[config.mk]
export PLATFORM = sky130hd
export DESIGN_NAME = midi_request_reply_sequencer_top
export DESIGN_NICKNAME = d
export VERILOG_FILES = /design/src/sv/mrrs_pkg.sv /design/src/sv/midi_request_reply_sequencer_top.sv /design/src/sv/mrrs_ram.sv /design/src/sv/mrrs_queue.sv /design/src/sv/mrrs_front.sv /design/src/sv/mrrs_back.sv
export SDC_FILE = /design/constraint.sdc
export NUM_CORES = 1
export LEC_CHECK = 0
export BUFFER_PORTS_ARGS = -buffer_cell sky130_fd_sc_hd__buf_2
export CAP_MARGIN = 20
export CORE_MARGIN = 10
export CORE_UTILIZATION = 45
export DETAILED_ROUTE_END_ITERATION = 8
export HOLD_SLACK_MARGIN = 0.15
export PLACE_DENSITY = 0.65
export SLEW_MARGIN = 25
export SYNTH_ARGS = -nofsm -noshare
export SYNTH_HDL_FRONTEND = slang
export SYNTH_SLANG_ARGS = --single-unit
[constraint.sdc]
create_clock -name clock -period 6.8 [get_ports clock]
set_clock_uncertainty 0.05 [all_clocks]
set_input_delay 1.02 -clock clock [delete_from_list [all_inputs] [get_ports clock]]
set_output_delay 1.02 -clock clock [all_outputs]
set_load 0.02 [all_outputs]
[src/sv/mrrs_pkg.sv]
// ----------------------------------------------------------------------------
// mrrs_pkg
// Shared types, codes and constants of the MIDI request/reply sequencer.
// ----------------------------------------------------------------------------
package mrrs_pkg;

   // fixed field widths
   localparam int LEN_W = 6;    // name length, covers up to 63 characters
   localparam int IDX_W = 8;    // reply byte index, covers up to 255 bytes

   // default sizes
   localparam int REPLY_BYTES_DEF = 128;
   localparam int NAME_CHARS_DEF  = 31;

   // register reset values
   localparam logic [15:0] TIMEOUT_RST = 16'd300;
   localparam logic [15:0] POLL_RST    = 16'd1000;
   localparam logic [3:0]  RETRIES_RST = 4'd2;
   localparam logic [6:0]  OFFSET_RST  = 7'd10;

   // register indexes
   localparam logic [1:0] CSR_TIMEOUT = 2'd0;
   localparam logic [1:0] CSR_POLL    = 2'd1;
   localparam logic [1:0] CSR_RETRIES = 2'd2;
   localparam logic [1:0] CSR_OFFSET  = 2'd3;

   // request kinds
   localparam logic [1:0] CMD_TICK   = 2'd0;
   localparam logic [1:0] CMD_SUBMIT = 2'd1;
   localparam logic [1:0] CMD_REPLY  = 2'd2;

   // submitted command types
   localparam logic [1:0] TYPE_NONE = 2'd0;
   localparam logic [1:0] TYPE_PROG = 2'd1;
   localparam logic [1:0] TYPE_CTRL = 2'd2;
   localparam logic [1:0] TYPE_NAME = 2'd3;

   // reply byte classes
   localparam logic [7:0] BYTE_EOX   = 8'hF7;
   localparam logic [7:0] BYTE_NUL   = 8'h00;
   localparam logic [7:0] PRINT_LO   = 8'h20;
   localparam logic [7:0] PRINT_HI   = 8'h7E;

   typedef enum logic [2:0] {
      ACT_NONE      = 3'd0,
      ACT_PROG      = 3'd1,
      ACT_CTRL      = 3'd2,
      ACT_NAME_REQ  = 3'd3,
      ACT_NAME_CHAR = 3'd4,
      ACT_BUSY      = 3'd5,
      ACT_DROP      = 3'd6
   } action_type;

   // one unit of output work, handed from front to back
   typedef struct packed {
      action_type       action;
      logic [3:0]       channel;
      logic [6:0]       val_a;
      logic [6:0]       val_b;
      logic [LEN_W-1:0] run_len;
      logic             connected;
      logic             busy;
   } job_type;

   // queue status seen by the front and back
   typedef struct packed {
      logic empty;
      logic full;
   } q_status_type;

   typedef enum logic [2:0] {
      BK_IDLE  = 3'b001,
      BK_FETCH = 3'b010,
      BK_LOAD  = 3'b100
   } bk_state_type;

endpackage

[src/sv/midi_request_reply_sequencer_top.sv]
// A single-result request goes through the job queue, then the response register.
// Throughput: one request per cycle while the queue has room and no name run is open.
// A name run goes through the queue, then each character is fetched from the store
// and registered; new requests are held off until the last is loaded.
// Reset: synchronous, clears all control state and restores register defaults;
// the name store is not cleared.
// ----------------------------------------------------------------------------
// midi_request_reply_sequencer_top
// MIDI request/reply sequencer: front decoder, job queue, name store, back
// result sequencer.
// ----------------------------------------------------------------------------
module midi_request_reply_sequencer_top
   import mrrs_pkg::*;
#(
   parameter int REPLY_BYTES = REPLY_BYTES_DEF,
   parameter int NAME_CHARS  = NAME_CHARS_DEF
) (
   input  logic        clock,
   input  logic        reset,
   input  logic        req_valid,
   output logic        req_stall,
   input  logic [1:0]  req_command,
   input  logic [1:0]  req_cmd_type,
   input  logic [3:0]  req_channel,
   input  logic [6:0]  req_value_a,
   input  logic [6:0]  req_value_b,
   input  logic [7:0]  req_reply_byte,
   input  logic        req_reply_last,
   output logic        rsp_valid,
   input  logic        rsp_stall,
   output logic [2:0]  rsp_action,
   output logic [3:0]  rsp_out_channel,
   output logic [6:0]  rsp_out_a,
   output logic [6:0]  rsp_out_b,
   output logic [6:0]  rsp_name_char,
   output logic        rsp_run_last,
   output logic        rsp_connected,
   output logic        rsp_busy_res,
   input  logic        csr_we,
   input  logic [1:0]  csr_index,
   input  logic [15:0] csr_wdata
);

   localparam int AW = (NAME_CHARS > 1) ? $clog2(NAME_CHARS) : 1;

   q_status_type q_status;
   job_type      push_job, head_job;
   logic         job_push, pop, run_done;
   logic         store_we;
   logic [AW-1:0] store_addr, rd_addr;
   logic [6:0]   store_data, rd_data;

   // request decoder and link state
   mrrs_front #(
      .REPLY_BYTES (REPLY_BYTES),
      .NAME_CHARS  (NAME_CHARS)
   ) u_front (
      .clock          (clock),
      .reset          (reset),
      .req_valid      (req_valid),
      .req_stall      (req_stall),
      .req_command    (req_command),
      .req_cmd_type   (req_cmd_type),
      .req_channel    (req_channel),
      .req_value_a    (req_value_a),
      .req_value_b    (req_value_b),
      .req_reply_byte (req_reply_byte),
      .req_reply_last (req_reply_last),
      .csr_we         (csr_we),
      .csr_index      (csr_index),
      .csr_wdata      (csr_wdata),
      .q_status       (q_status),
      .run_done       (run_done),
      .job_push       (job_push),
      .job            (push_job),
      .store_we       (store_we),
      .store_addr     (store_addr),
      .store_data     (store_data)
   );

   // job queue
   mrrs_queue u_queue (
      .clock    (clock),
      .reset    (reset),
      .push     (job_push),
      .push_job (push_job),
      .pop      (pop),
      .head_job (head_job),
      .status   (q_status)
   );

   // name character store
   mrrs_ram #(
      .WIDTH (7),
      .DEPTH (NAME_CHARS)
   ) u_name_ram (
      .clock      (clock),
      .wr_en      (store_we),
      .wr_addr    (store_addr),
      .wr_data    (store_data),
      .rd_addr    (rd_addr),
      .rd_data_ff (rd_data)
   );

   // result sequencer
   mrrs_back #(
      .NAME_CHARS (NAME_CHARS)
   ) u_back (
      .clock           (clock),
      .reset           (reset),
      .q_status        (q_status),
      .head_job        (head_job),
      .pop             (pop),
      .run_done        (run_done),
      .rd_addr         (rd_addr),
      .rd_data         (rd_data),
      .rsp_valid       (rsp_valid),
      .rsp_stall       (rsp_stall),
      .rsp_action      (rsp_action),
      .rsp_out_channel (rsp_out_channel),
      .rsp_out_a       (rsp_out_a),
      .rsp_out_b       (rsp_out_b),
      .rsp_name_char   (rsp_name_char),
      .rsp_run_last    (rsp_run_last),
      .rsp_connected   (rsp_connected),
      .rsp_busy_res    (rsp_busy_res)
   );

endmodule

[src/sv/mrrs_ram.sv]
// ----------------------------------------------------------------------------
// mrrs_ram
// Generic single write port, single read port RAM with registered read data.
// ----------------------------------------------------------------------------
module mrrs_ram #(
   parameter int WIDTH = 7,
   parameter int DEPTH = 31
) (
   input  logic                                          clock,
   input  logic                                          wr_en,
   input  logic [((DEPTH > 1) ? $clog2(DEPTH) : 1)-1:0]  wr_addr,
   input  logic [WIDTH-1:0]                              wr_data,
   input  logic [((DEPTH > 1) ? $clog2(DEPTH) : 1)-1:0]  rd_addr,
   output logic [WIDTH-1:0]                              rd_data_ff
);

   logic [WIDTH-1:0] mem_ff [DEPTH];

   // write port
   always_ff @(posedge clock) begin
      if (wr_en) begin
         mem_ff[wr_addr] <= wr_data;
      end
   end

   // registered read port
   always_ff @(posedge clock) begin
      rd_data_ff <= mem_ff[rd_addr];
   end

endmodule

[src/sv/mrrs_queue.sv]
// ----------------------------------------------------------------------------
// mrrs_queue
// Two-entry job queue between the front and back parts.
// ----------------------------------------------------------------------------
module mrrs_queue
   import mrrs_pkg::*;
(
   input  logic         clock,
   input  logic         reset,
   input  logic         push,
   input  job_type      push_job,
   input  logic         pop,
   output job_type      head_job,
   output q_status_type status
);

   job_type    slot_ff [2];
   logic       wr_ptr_ff, wr_ptr_in;
   logic       rd_ptr_ff, rd_ptr_in;
   logic [1:0] count_ff, count_in;

   assign status.empty = (count_ff == 2'd0);
   assign status.full  = (count_ff == 2'd2);
   assign head_job     = slot_ff[rd_ptr_ff];

   // pointer and fill count
   always_comb begin
      wr_ptr_in = wr_ptr_ff;
      rd_ptr_in = rd_ptr_ff;
      count_in  = count_ff;
      if (push) begin
         wr_ptr_in = ~wr_ptr_ff;
      end
      if (pop) begin
         rd_ptr_in = ~rd_ptr_ff;
      end
      if (push && !pop) begin
         count_in = count_ff + 2'd1;
      end else if (pop && !push) begin
         count_in = count_ff - 2'd1;
      end
   end

   always_ff @(posedge clock) begin
      if (reset) begin
         wr_ptr_ff <= 1'b0;
         rd_ptr_ff <= 1'b0;
         count_ff  <= 2'd0;
      end else begin
         wr_ptr_ff <= wr_ptr_in;
         rd_ptr_ff <= rd_ptr_in;
         count_ff  <= count_in;
      end
   end

   // job storage
   always_ff @(posedge clock) begin
      if (push) begin
         slot_ff[wr_ptr_ff] <= push_job;
      end
   end

endmodule

[src/sv/mrrs_front.sv]
// ----------------------------------------------------------------------------
// mrrs_front
// Accepts requests, keeps the link state and timers, stores name characters
// and hands one job per result-producing request to the queue.
// ----------------------------------------------------------------------------
module mrrs_front
   import mrrs_pkg::*;
#(
   parameter int REPLY_BYTES = REPLY_BYTES_DEF,
   parameter int NAME_CHARS  = NAME_CHARS_DEF
) (
   input  logic                                               clock,
   input  logic                                               reset,
   input  logic                                               req_valid,
   output logic                                               req_stall,
   input  logic [1:0]                                         req_command,
   input  logic [1:0]                                         req_cmd_type,
   input  logic [3:0]                                         req_channel,
   input  logic [6:0]                                         req_value_a,
   input  logic [6:0]                                         req_value_b,
   input  logic [7:0]                                         req_reply_byte,
   input  logic                                               req_reply_last,
   input  logic                                               csr_we,
   input  logic [1:0]                                         csr_index,
   input  logic [15:0]                                        csr_wdata,
   input  q_status_type                                       q_status,
   input  logic                                               run_done,
   output logic                                               job_push,
   output job_type                                            job,
   output logic                                               store_we,
   output logic [((NAME_CHARS > 1) ? $clog2(NAME_CHARS) : 1)-1:0] store_addr,
   output logic [6:0]                                         store_data
);

   localparam int AW = (NAME_CHARS > 1) ? $clog2(NAME_CHARS) : 1;

   // configuration registers
   logic [15:0] reply_timeout_ff;
   logic [15:0] poll_interval_ff;
   logic [3:0]  max_retries_ff;
   logic [6:0]  name_offset_ff;

   // sequencer state
   logic             awaiting_ff, awaiting_in;
   logic [15:0]      wait_ticks_ff, wait_ticks_in;
   logic [15:0]      poll_ticks_ff, poll_ticks_in;
   logic [3:0]       retries_ff, retries_in;
   logic [IDX_W-1:0] reply_index_ff, reply_index_in;
   logic [LEN_W-1:0] name_length_ff, name_length_in;
   logic             name_ended_ff, name_ended_in;
   logic             link_up_ff, link_up_in;
   logic             run_pending_ff, run_pending_in;

   logic        accept;
   logic        do_fail, do_start, do_success;
   logic [15:0] poll_inc, wait_inc;

   // a name run must leave the store before the next request may touch it
   assign req_stall = q_status.full || run_pending_ff;
   assign accept    = req_valid && !req_stall;

   assign poll_inc = (poll_ticks_ff == 16'hFFFF) ? poll_ticks_ff : poll_ticks_ff + 16'd1;
   assign wait_inc = (wait_ticks_ff == 16'hFFFF) ? wait_ticks_ff : wait_ticks_ff + 16'd1;

   assign store_addr = name_length_ff[AW-1:0];
   assign store_data = req_reply_byte[6:0];

   // request decode and next state
   always_comb begin
      awaiting_in    = awaiting_ff;
      wait_ticks_in  = wait_ticks_ff;
      poll_ticks_in  = poll_ticks_ff;
      retries_in     = retries_ff;
      reply_index_in = reply_index_ff;
      name_length_in = name_length_ff;
      name_ended_in  = name_ended_ff;
      link_up_in     = link_up_ff;
      do_fail        = 1'b0;
      do_start       = 1'b0;
      do_success     = 1'b0;
      store_we       = 1'b0;
      job_push       = 1'b0;
      job            = '0;

      if (accept) begin
         unique case (req_command)
            CMD_TICK: begin
               poll_ticks_in = poll_inc;
               if (awaiting_ff) begin
                  wait_ticks_in = wait_inc;
                  if (wait_inc >= reply_timeout_ff) begin
                     do_fail = 1'b1;
                  end
               end else if (poll_inc >= poll_interval_ff) begin
                  poll_ticks_in = 16'd0;
                  do_start      = 1'b1;
               end
            end
            CMD_SUBMIT: begin
               if (awaiting_ff) begin
                  job_push   = 1'b1;
                  job.action = ACT_BUSY;
               end else begin
                  unique case (req_cmd_type)
                     TYPE_PROG: begin
                        job_push    = 1'b1;
                        job.action  = ACT_PROG;
                        job.channel = req_channel;
                        job.val_a   = req_value_a;
                     end
                     TYPE_CTRL: begin
                        job_push    = 1'b1;
                        job.action  = ACT_CTRL;
                        job.channel = req_channel;
                        job.val_a   = req_value_a;
                        job.val_b   = req_value_b;
                     end
                     TYPE_NAME: do_start = 1'b1;
                     TYPE_NONE: ;
                     default: ;
                  endcase
               end
            end
            CMD_REPLY: begin
               if (awaiting_ff) begin
                  if (reply_index_ff < IDX_W'(REPLY_BYTES)) begin
                     if (reply_index_ff >= {1'b0, name_offset_ff} && !name_ended_ff) begin
                        if (req_reply_byte == BYTE_EOX || req_reply_byte == BYTE_NUL) begin
                           name_ended_in = 1'b1;
                        end else if (req_reply_byte >= PRINT_LO &&
                                     req_reply_byte <= PRINT_HI &&
                                     name_length_ff < LEN_W'(NAME_CHARS)) begin
                           store_we       = 1'b1;
                           name_length_in = name_length_ff + LEN_W'(1);
                        end
                     end
                     reply_index_in = reply_index_ff + IDX_W'(1);
                  end
                  if (req_reply_last) begin
                     if (reply_index_in < ({1'b0, name_offset_ff} + IDX_W'(1)) ||
                         name_length_in == '0) begin
                        do_fail = 1'b1;
                     end else begin
                        do_success = 1'b1;
                     end
                  end
               end
            end
            default: ;
         endcase
      end

      // new request: fresh reply window
      if (do_start) begin
         awaiting_in    = 1'b1;
         retries_in     = 4'd0;
         reply_index_in = '0;
         name_length_in = '0;
         name_ended_in  = 1'b0;
         wait_ticks_in  = 16'd0;
         job_push       = 1'b1;
         job.action     = ACT_NAME_REQ;
      end

      // failure: resend or drop
      if (do_fail) begin
         link_up_in     = 1'b0;
         reply_index_in = '0;
         name_length_in = '0;
         name_ended_in  = 1'b0;
         wait_ticks_in  = 16'd0;
         job_push       = 1'b1;
         if (retries_ff < max_retries_ff) begin
            retries_in = retries_ff + 4'd1;
            job.action = ACT_NAME_REQ;
         end else begin
            retries_in  = 4'd0;
            awaiting_in = 1'b0;
            job.action  = ACT_DROP;
         end
      end

      // good reply: emit the stored name
      if (do_success) begin
         job_push       = 1'b1;
         job.action     = ACT_NAME_CHAR;
         job.run_len    = name_length_in;
         link_up_in     = 1'b1;
         retries_in     = 4'd0;
         awaiting_in    = 1'b0;
         reply_index_in = '0;
         name_length_in = '0;
         name_ended_in  = 1'b0;
         wait_ticks_in  = 16'd0;
      end

      job.connected = link_up_in;
      job.busy      = awaiting_in;
   end

   // name run tracking
   always_comb begin
      run_pending_in = run_pending_ff;
      if (do_success) begin
         run_pending_in = 1'b1;
      end else if (run_done) begin
         run_pending_in = 1'b0;
      end
   end

   // state registers
   always_ff @(posedge clock) begin
      if (reset) begin
         awaiting_ff    <= 1'b0;
         wait_ticks_ff  <= 16'd0;
         poll_ticks_ff  <= 16'd0;
         retries_ff     <= 4'd0;
         reply_index_ff <= '0;
         name_length_ff <= '0;
         name_ended_ff  <= 1'b0;
         link_up_ff     <= 1'b0;
         run_pending_ff <= 1'b0;
      end else begin
         awaiting_ff    <= awaiting_in;
         wait_ticks_ff  <= wait_ticks_in;
         poll_ticks_ff  <= poll_ticks_in;
         retries_ff     <= retries_in;
         reply_index_ff <= reply_index_in;
         name_length_ff <= name_length_in;
         name_ended_ff  <= name_ended_in;
         link_up_ff     <= link_up_in;
         run_pending_ff <= run_pending_in;
      end
   end

   // configuration registers
   always_ff @(posedge clock) begin
      if (reset) begin
         reply_timeout_ff <= TIMEOUT_RST;
         poll_interval_ff <= POLL_RST;
         max_retries_ff   <= RETRIES_RST;
         name_offset_ff   <= OFFSET_RST;
      end else if (csr_we) begin
         unique case (csr_index)
            CSR_TIMEOUT: reply_timeout_ff <= csr_wdata;
            CSR_POLL:    poll_interval_ff <= csr_wdata;
            CSR_RETRIES: max_retries_ff   <= csr_wdata[3:0];
            CSR_OFFSET:  name_offset_ff   <= csr_wdata[6:0];
            default: ;
         endcase
      end
   end

endmodule

[src/sv/mrrs_back.sv]
// ----------------------------------------------------------------------------
// mrrs_back
// Takes jobs from the queue and drives the response register; a name job is
// played out one character at a time from the name store.
// ----------------------------------------------------------------------------
module mrrs_back
   import mrrs_pkg::*;
#(
   parameter int NAME_CHARS = NAME_CHARS_DEF
) (
   input  logic                                               clock,
   input  logic                                               reset,
   input  q_status_type                                       q_status,
   input  job_type                                            head_job,
   output logic                                               pop,
   output logic                                               run_done,
   output logic [((NAME_CHARS > 1) ? $clog2(NAME_CHARS) : 1)-1:0] rd_addr,
   input  logic [6:0]                                         rd_data,
   output logic                                               rsp_valid,
   input  logic                                               rsp_stall,
   output logic [2:0]                                         rsp_action,
   output logic [3:0]                                         rsp_out_channel,
   output logic [6:0]                                         rsp_out_a,
   output logic [6:0]                                         rsp_out_b,
   output logic [6:0]                                         rsp_name_char,
   output logic                                               rsp_run_last,
   output logic                                               rsp_connected,
   output logic                                               rsp_busy_res
);

   localparam int AW = (NAME_CHARS > 1) ? $clog2(NAME_CHARS) : 1;

   bk_state_type     state_ff, state_in;
   logic [LEN_W-1:0] idx_ff, idx_in;
   job_type          run_job_ff;
   logic             out_free;
   logic             load_single, load_char, char_last;

   // response register payload
   logic             rsp_valid_ff, rsp_valid_in;
   logic [2:0]       action_ff;
   logic [3:0]       channel_ff;
   logic [6:0]       a_ff, b_ff, char_ff;
   logic             last_ff, conn_ff, busy_ff;

   assign out_free  = !rsp_valid_ff || !rsp_stall;
   assign rd_addr   = idx_ff[AW-1:0];
   assign char_last = (idx_ff == run_job_ff.run_len - LEN_W'(1));

   // sequencing of jobs and name characters
   always_comb begin
      state_in    = state_ff;
      idx_in      = idx_ff;
      pop         = 1'b0;
      load_single = 1'b0;
      load_char   = 1'b0;
      run_done    = 1'b0;
      unique case (state_ff)
         BK_IDLE: begin
            if (!q_status.empty && out_free) begin
               pop = 1'b1;
               if (head_job.action == ACT_NAME_CHAR) begin
                  idx_in   = '0;
                  state_in = BK_FETCH;
               end else begin
                  load_single = 1'b1;
               end
            end
         end
         BK_FETCH: state_in = BK_LOAD;
         BK_LOAD: begin
            if (out_free) begin
               load_char = 1'b1;
               if (char_last) begin
                  run_done = 1'b1;
                  state_in = BK_IDLE;
               end else begin
                  idx_in   = idx_ff + LEN_W'(1);
                  state_in = BK_FETCH;
               end
            end
         end
         default: state_in = BK_IDLE;
      endcase
   end

   // valid flag of the response register
   always_comb begin
      rsp_valid_in = rsp_valid_ff;
      if (load_single || load_char) begin
         rsp_valid_in = 1'b1;
      end else if (!rsp_stall) begin
         rsp_valid_in = 1'b0;
      end
   end

   always_ff @(posedge clock) begin
      if (reset) begin
         state_ff     <= BK_IDLE;
         idx_ff       <= '0;
         rsp_valid_ff <= 1'b0;
      end else begin
         state_ff     <= state_in;
         idx_ff       <= idx_in;
         rsp_valid_ff <= rsp_valid_in;
      end
   end

   // held name job and response payload
   always_ff @(posedge clock) begin
      if (pop) begin
         run_job_ff <= head_job;
      end
      if (load_single) begin
         action_ff  <= head_job.action;
         channel_ff <= head_job.channel;
         a_ff       <= head_job.val_a;
         b_ff       <= head_job.val_b;
         char_ff    <= 7'd0;
         last_ff    <= 1'b1;
         conn_ff    <= head_job.connected;
         busy_ff    <= head_job.busy;
      end else if (load_char) begin
         action_ff  <= ACT_NAME_CHAR;
         channel_ff <= 4'd0;
         a_ff       <= 7'd0;
         b_ff       <= 7'd0;
         char_ff    <= rd_data;
         last_ff    <= char_last;
         conn_ff    <= run_job_ff.connected;
         busy_ff    <= run_job_ff.busy;
      end
   end

   assign rsp_valid       = rsp_valid_ff;
   assign rsp_action      = action_ff;
   assign rsp_out_channel = channel_ff;
   assign rsp_out_a       = a_ff;
   assign rsp_out_b       = b_ff;
   assign rsp_name_char   = char_ff;
   assign rsp_run_last    = last_ff;
   assign rsp_connected   = conn_ff;
   assign rsp_busy_res    = busy_ff;

endmodule

# == Yosys cells after proc, flatten, opt, wreduce, memory -nomap -nowiden ==
# Memory sizes are Yosys's and may differ from the RTL's. A register that Yosys moved wholly into a read port is not among the register bits.
# Cells that the tools add are included.
# word_totals
register_bits,150
latch_bits,0
ramBits,275
mem_bits_ro,0
input_bits,54
out_inout_bits,33
wordCells,232
n_memories,2
# memory_table
memory,words,width,rd,rd_clocked_by_memory_dff,write_ports,line_no,text
u_name_ram.mem_ff,31,7,1,1,1,mrrs_ram.sv:17,logic [WIDTH-1:0] mem_ff [DEPTH];
u_queue.slot_ff,2,29,1,1,1,mrrs_queue.sv:17,job_type slot_ff [2];
# op_classes
n_addsub,10
mul,0
div_mod_pow,0
magnitude_cmp,9
eq_ne,22
shift,0
muxes,115
n_bitwise,2
reduce_logical,42
# op_table
cell,count
two-way mux 6 bit,17
two-way mux 16 bit,4
two-way mux 1 bit,60
two-way mux 21 bit,2
adder 16 x 1 -> 16 bit (second input constant),2
== test 16 bit (second input constant),2
>= comparator 16 bit,2
two-way mux 8 bit,4
two-way mux 3 bit,10
two-way mux 7 bit,4
one-hot mux 13 bit (2 select lines),1
two-way mux 4 bit,5
two-way mux 18 bit,1
adder 6 x 1 -> 6 bit (second input constant),2
== test 2 bit (second input constant),6
one-hot mux 6 bit (2 select lines),1
AND reduction 2 bit,5
nonzero test 2 bit,5
one-hot mux 3 bit (3 select lines),1
AND reduction 3 bit,3
adder 7 x 1 -> 8 bit (second input constant),1
adder 8 x 1 -> 8 bit (second input constant),1
== test 8 bit (second input constant),1
>= comparator 8 x 6 -> 1 bit (second input constant),1
30 further kinds,59

# == Logic depth before layout (Yosys ltp) ==
# logic_depth
ltp_word,23
ltp_mapped,21
mapped_depth_nobuf,19

# == By module ==
# A second synthesis with hierarchy kept.
# unflattened
cells_unflattened,1632
area_unflattened_um2,19733.9
# modules_own_cells
module,n_inst,cells_per_inst,area_each_um2,seq_area_each_um2
mrrs_ram,1,521,8883.5,6656.4
mrrs_front,1,816,6416.2,1941.9
mrrs_queue,1,112,2297.2,1841.8
mrrs_back,1,183,2137.0,1291.2

# == Worst setup path after synthesis ==
# No wires, ideal clock.
# synth_timing
path_type,register to register
startpoint,register u_front.wait_ticks_ff[3]
endpoint,memory u_queue.slot_ff[0][0] (netlist bit) (enable)
setup_time_ns,0.433
arrival_time_ns,4.747
required_ns,6.317
slack_ns,1.570
stages_incl_launch_ff,18
n_path_buf,3
synth_period_minus_slack_ns,5.230
path_cell_list,dfxtp_1 > clkbuf_1 > nand4_1 > nor3_1 > nand4_1 > clkbuf_1 > and3_1 > nand2_1 > xnor2_1 > ha_1 > a21oi_1 > o21ai_0 > a41oi_1 > o41ai_1 > o211ai_2 > buf_6 > and2_1 > a31oi_1
# synth_via
elab_chain_cells,11
elab_cells_between_ends,12
cone_classes,1 x add/sub; 1 x order compare; 1 x eq/ne; 9 x mux
# synth_rtl
item,line_no,text
from (decl),mrrs_front.sv:45,"logic [15:0] wait_ticks_ff, wait_ticks_in;"
from (signal assigned),mrrs_front.sv:225,wait_ticks_ff <= wait_ticks_in;
adder 16 x 1 -> 16 bit / == test 16 bit (equally long branches),mrrs_front.sv:63,assign wait_inc = (wait_ticks_ff == 16'hFFFF) ? wait_ticks_ff : wait_ticks_ff + 16'd1;
two-way mux 16 bit (*),mrrs_front.sv:63,
via u_front.wait_inc[4],mrrs_front.sv:56,"logic [15:0] poll_inc, wait_inc;"
>= comparator 16 bit (*),mrrs_front.sv:91,if (wait_inc >= reply_timeout_ff) begin
two-way mux 1 bit (*),mrrs_front.sv:91,
two-way mux 1 bit (*),mrrs_front.sv:89,if (awaiting_ff) begin
one-hot mux 1 bit (2 select lines) (*),mrrs_front.sv:86,unique case (req_command)
two-way mux 1 bit (*),mrrs_front.sv:85,if (accept) begin
two-way mux 1 bit (*),mrrs_front.sv:166,if (do_fail) begin
two-way mux 1 bit (*),mrrs_front.sv:184,if (do_success) begin
two-way mux 1 bit (*),mrrs_queue.sv:58,if (push) begin
two-way mux 1 bit (not written as such) (*),mrrs_queue.sv:59,slot_ff[wr_ptr_ff] <= push_job;
to (decl),mrrs_queue.sv:17,
# The timed path passes the listed nets; every way through them passes the cells marked *.

# == Final worst setup path ==
# layout_timing
startpoint,register u_front.wait_ticks_ff[3]
endpoint,memory u_queue.slot_ff[0][25] (netlist bit) (enable)
# Same word-level chain as after synthesis.

==> report_table.html <==
<table>
<tr><th>Metric</th><th>Value</th></tr>
<tr><th colspan="2">Yosys</th></tr>
<tr><td>Synth unique cells</td><td>77</td></tr>
<tr><td>Number of flops mapped to enable cells by yosys</td><td>between 300 and 400</td></tr>
<tr><td>Top-area cell type share of the netlist area</td><td>0.479</td></tr>
<tr><td>Cell with the most instances after synthesis</td><td>sky130_fd_sc_hd__edfxtp_1</td></tr>
<tr><td>Sequential element share of the synthesized area</td><td>0.612</td></tr>
<tr><td>Post-synth top area cell</td><td>sky130_fd_sc_hd__edfxtp_1</td></tr>
<tr><td>Top area cells in the synthesized netlist</td><td>sky130_fd_sc_hd__edfxtp_1 48%, sky130_fd_sc_hd__dfxtp_1 13%, sky130_fd_sc_hd__mux4_2 7.4%</td></tr>
<tr><td>Net count after synthesis</td><td>1592</td></tr>
<tr><td>Share of synthesized registers carrying an async set or reset</td><td>0</td></tr>
<tr><td>Synthesis Warnings</td><td>0</td></tr>
<tr><td>Most common library cells after synthesis</td><td>306 x sky130_fd_sc_hd__edfxtp_1, 149 x sky130_fd_sc_hd__nor2_1, 137 x sky130_fd_sc_hd__nand2_1, 127 x sky130_fd_sc_hd__dfxtp_1, 64 x sky130_fd_sc_hd__ha_1</td></tr>
<tr><td>Cell Area, Synth</td><td>about 19000 µm²</td></tr>
<tr><td>Avg Cell Area, Syn</td><td>around 13 µm²</td></tr>
<tr><td>Flops &amp; latches, synth</td><td>around 430</td></tr>
<tr><td>Post-synth top flop</td><td>sky130_fd_sc_hd__edfxtp_1</td></tr>
<tr><td>Post-Synthesis Cells</td><td>roughly 1500</td></tr>
<tr><th colspan="2">STA</th></tr>
<tr><td>Count of pins over their slew limit</td><td>0</td></tr>
<tr><td>Relative max-transition margin</td><td>0.338</td></tr>
<tr><td>Setup repair after global routing missed its margin</td><td>false</td></tr>
<tr><td>Least-Margin Pin Slew</td><td>0.992 ns</td></tr>
<tr><td>Final Setup Violations</td><td>0</td></tr>
<tr><td>Total negative slack</td><td>0 ns</td></tr>
<tr><td>Final critical-path share of the clock period</td><td>0.795</td></tr>
<tr><td>Hold violation total from the final report</td><td>0</td></tr>
<tr><td>Tightest hold margin</td><td>0.405 ns</td></tr>
<tr><td>Maximum clock rate</td><td>approximately 190 MHz</td></tr>
<tr><td>Final worst path period need</td><td>~5.4 ns</td></tr>
<tr><td>Smallest setup slack after layout</td><td>1.40 ns</td></tr>
<tr><th colspan="2">Clocking</th></tr>
<tr><td>Clock tree root driver cell</td><td>sky130_fd_sc_hd__clkbuf_16</td></tr>
<tr><td>Hold_buf cts</td><td>0</td></tr>
<tr><td>Register clock-pin slew on the reported worst setup and hold paths</td><td>0.06 ns</td></tr>
<tr><td>Clock buffer count from CTS</td><td>45</td></tr>
<tr><td>Clock tree from TritonCTS</td><td>yes</td></tr>
<tr><td>Count of clock tree sinks</td><td>between 400 and 500</td></tr>
<tr><td>Clock latency reported for the late side of the worst-skew pair</td><td>~0.57 ns</td></tr>
<tr><td>Post-CTS Resized</td><td>0</td></tr>
<tr><td>H-tree level count</td><td>2</td></tr>
<tr><td>Max Buffers Root-to-Sink</td><td>3</td></tr>
<tr><td>Number of buffers added for setup after CTS</td><td>0</td></tr>
<tr><th colspan="2">Hold path</th></tr>
<tr><td>Worst hold path class</td><td>flop to flop</td></tr>
<tr><td>Worst hold path depth</td><td>2</td></tr>
<tr><td>Worst Hold Endpoint</td><td>u_front.reply_timeout_ff[12]</td></tr>
<tr><td>Critical hold path startpoint</td><td>u_front.reply_timeout_ff[12]</td></tr>
<tr><th colspan="2">Layout</th></tr>
<tr><td>Number of standard cells in the layout, taps in and fillers out</td><td>about 2100</td></tr>
<tr><td>Final core utilization</td><td>0.514</td></tr>
<tr><td>Count of antenna diodes in the layout</td><td>0</td></tr>
<tr><td>Summed area of non-filler cells in the final layout</td><td>21600 µm²</td></tr>
<tr><td>Synthesis-to-layout area growth</td><td>12.7%</td></tr>
<tr><td>Share of post-route cells with drive strength above 1</td><td>0.166</td></tr>
<tr><td>Number of nets in the layout</td><td>roughly 1700</td></tr>
<tr><th colspan="2">Floorplanning</th></tr>
<tr><td>Die height</td><td>approximately 230 µm</td></tr>
<tr><td>Initial Utilization</td><td>0.456</td></tr>
<tr><td>Die X</td><td>226 µm</td></tr>
<tr><td>Row count</td><td>75</td></tr>
<tr><td>Area of the die</td><td>between 50000 and 60000 µm²</td></tr>
<tr><td>Placeable core region</td><td>approximately 42000 µm²</td></tr>
<tr><td>Number of primary I/O pins</td><td>87</td></tr>
<tr><th colspan="2">Run status</th></tr>
<tr><td>Run status</td><td>finished clean</td></tr>
<tr><th colspan="2">Global route</th></tr>
<tr><td>Busiest metal layer after global routing</td><td>met2</td></tr>
<tr><td>Global-route usage over all layers</td><td>0.162</td></tr>
<tr><td>Largest net degree at the start of global routing</td><td>60</td></tr>
<tr><td>GR met3 Demand/Resource</td><td>0.0322</td></tr>
<tr><td>Remaining Overflow, GRT</td><td>0</td></tr>
<tr><td>Global routing met1 resource utilization</td><td>0.227</td></tr>
<tr><td>Global-route wire length before repair</td><td>~65 mm</td></tr>
<tr><td>Initial antenna violation count</td><td>0</td></tr>
<tr><td>Grt met2 use</td><td>0.254</td></tr>
<tr><td>Vias in the first global route</td><td>11600</td></tr>
<tr><th colspan="2">Detailed routing</th></tr>
<tr><td>TritonRoute pass-1 iters</td><td>5</td></tr>
<tr><td>Detailed Route Iter0 Violations</td><td>929</td></tr>
<tr><td>Aggregate routed wire length</td><td>between 40 and 50 mm</td></tr>
<tr><td>Vias after detailed routing</td><td>between 10000 and 15000</td></tr>
<tr><td>Number of nets with antenna violations after routing</td><td>0</td></tr>
<tr><td>Count of unresolved DRC violations after routing</td><td>0</td></tr>
<tr><td>Mean routed wirelength per cell</td><td>~19 µm</td></tr>
<tr><td>Via count normalized by instance count</td><td>approximately 5.5</td></tr>
<tr><th colspan="2">Worst setup path</th></tr>
<tr><td>Data arrival time at the worst-slack endpoint</td><td>5.62 ns</td></tr>
<tr><td>Worst Setup End Kind</td><td>flop</td></tr>
<tr><td>Worst reg-to-reg path cell count</td><td>15</td></tr>
<tr><td>Beginning of the critical path</td><td>u_front.wait_ticks_ff[3]</td></tr>
<tr><td>Worst reg2reg path endpoint</td><td>u_queue.slot_ff[0][25]</td></tr>
<tr><td>Largest driver fanout on the critical path</td><td>16</td></tr>
<tr><td>Reg-to-reg slack, setup</td><td>about 1.4 ns</td></tr>
<tr><td>Kind of start point of the critical path</td><td>flop</td></tr>
<tr><td>Origin of the critical flop-to-flop path</td><td>u_front.wait_ticks_ff[3]</td></tr>
<tr><td>Required arrival time at the worst endpoint</td><td>between 7 and 8 ns</td></tr>
<tr><td>Critical path start-end classification</td><td>flop to flop</td></tr>
<tr><th colspan="2">Power and ir drop</th></tr>
<tr><td>Worst voltage drop across the vdd grid</td><td>~180 µV</td></tr>
<tr><td>Power density relative to cell area</td><td>278 nW/µm²</td></tr>
<tr><td>Cell leakage power</td><td>about 7.6 nW</td></tr>
<tr><td>Design Power</td><td>between 6 and 7 mW</td></tr>
<tr><th colspan="2">Placed design</th></tr>
<tr><td>Detail Placement HPWL</td><td>about 28 mm</td></tr>
<tr><td>Placed inst area</td><td>slightly above 20000 µm²</td></tr>
<tr><td>Placed insts</td><td>2047</td></tr>
<tr><td>Placement-stage worst setup slack</td><td>between 1 and 1.5 ns</td></tr>
<tr><td>Final estimated routing congestion in global placement</td><td>about 0.83</td></tr>
<tr><td>Count of buffers from port buffering</td><td>86</td></tr>
<tr><th colspan="2">Job</th></tr>
<tr><td>Max-capacitance violation count</td><td>0</td></tr>
</table>
-- how the worst max path moves through the flow --
| stage | end | cells after the start | slack (ns) |
|---|---|---|---|
| floorplan | u_queue.slot_ff[0][0] | 17 | 1.57 |
| global placement | u_queue.slot_ff[0][24] | 14 | 1.39 |
| detailed placement | u_queue.slot_ff[0][24] | 14 | 1.27 |
| CTS | u_queue.slot_ff[0][18] | 14 | 1.24 |
| global route | u_queue.slot_ff[0][25] | 15 | 0.96 |
| finish | u_queue.slot_ff[0][25] | 15 | 1.40 |
-- critical path, cell delays in order, from the launching register on --
cell,delay (ns)
sky130_fd_sc_hd__dfxtp_1,0.51
sky130_fd_sc_hd__nand4_1,0.20
sky130_fd_sc_hd__nor3_1,0.45
sky130_fd_sc_hd__nand4_1,0.48
sky130_fd_sc_hd__and3_1,0.43
sky130_fd_sc_hd__nand2_1,0.10
sky130_fd_sc_hd__xnor2_1,0.07
sky130_fd_sc_hd__ha_1,0.30
sky130_fd_sc_hd__a21oi_1,0.06
sky130_fd_sc_hd__o21ai_0,0.15
sky130_fd_sc_hd__a41oi_1,0.07
sky130_fd_sc_hd__o41ai_1,0.75
sky130_fd_sc_hd__o211ai_2,0.43
sky130_fd_sc_hd__and2_1,0.33
sky130_fd_sc_hd__a31oi_4,0.48
sky130_fd_sc_hd__buf_8,0.25
-- sequential cells by signal, indices dropped and copies added, names as in the netlist, 6 cells and up, named ones only --
signal	flops
u_front.poll_ticks_ff	16
u_front.name_length_ff	6
u_front.wait_ticks_ff	16
u_front.reply_index_ff	8
u_back.idx_ff	6
u_front.poll_interval_ff	16
u_back.rsp_out_a	7
u_front.reply_timeout_ff	16
u_back.run_job_ff	8
u_name_ram.mem_ff	217
u_queue.slot_ff	58
u_back.rsp_out_b	7
u_name_ram.rd_data_ff	7
u_front.name_offset_ff	7
u_back.rsp_name_char	7
-- cells by family after synthesis --
logic type / Yosys count / share of synthesized area
xor+xnor: 65 / 0.0297
compound gates: 193 / 0.0648
simple gates: 467 / 0.117
fa+ha+maj: 64 / 0.0418
buf+inv: 124 / 0.0255
mux: 128 / 0.109
flops: 433 / 0.612
-- placed cells by master (no fill, tap or decap), drive strengths merged, types with 10 or more instances in the layout --
cell	instances
nand2b	11
a21oi	63
ha	64
edfxtp	306
nand3	34
buf	98
mux4	63
clkbuf	56
nor3	18
clkinv	20
dfxtp	127
xnor2	36
mux2	21
and3	20
nor2	149
nand4	16
o211ai	16
o21ai	37
and2	18
mux2i	44
a21o	10
nand2	137
inv	61
nor2b	11
a31oi	13
xor2	29
-- power breakdown --
part           switching [mW]  internal (mW)
Sequential             0.0531           2.97
Clock                   0.993           1.38
Combinational           0.409          0.202
Total                    1.46           4.55
-- per-layer routing --
metal | vias up | wire, µm
li1 | 5645 | -
met1 | 5816 | 19200
met2 | 287 | 19400
met3 | 49 | 2280
met4 | 0 | 686
met5 | - | 0
-- cell type report --
type	count	area, µm²
Clock inverter	27	214
Fill cell	3538	20400
Sequential cell	433	11700
Timing Repair Buffer	98	548
Tap cell	539	674
Clock buffer	56	1210
Inverter	61	229
Multi-Input combinational cell	917	6990
Power figures use the tool's default switching activity.
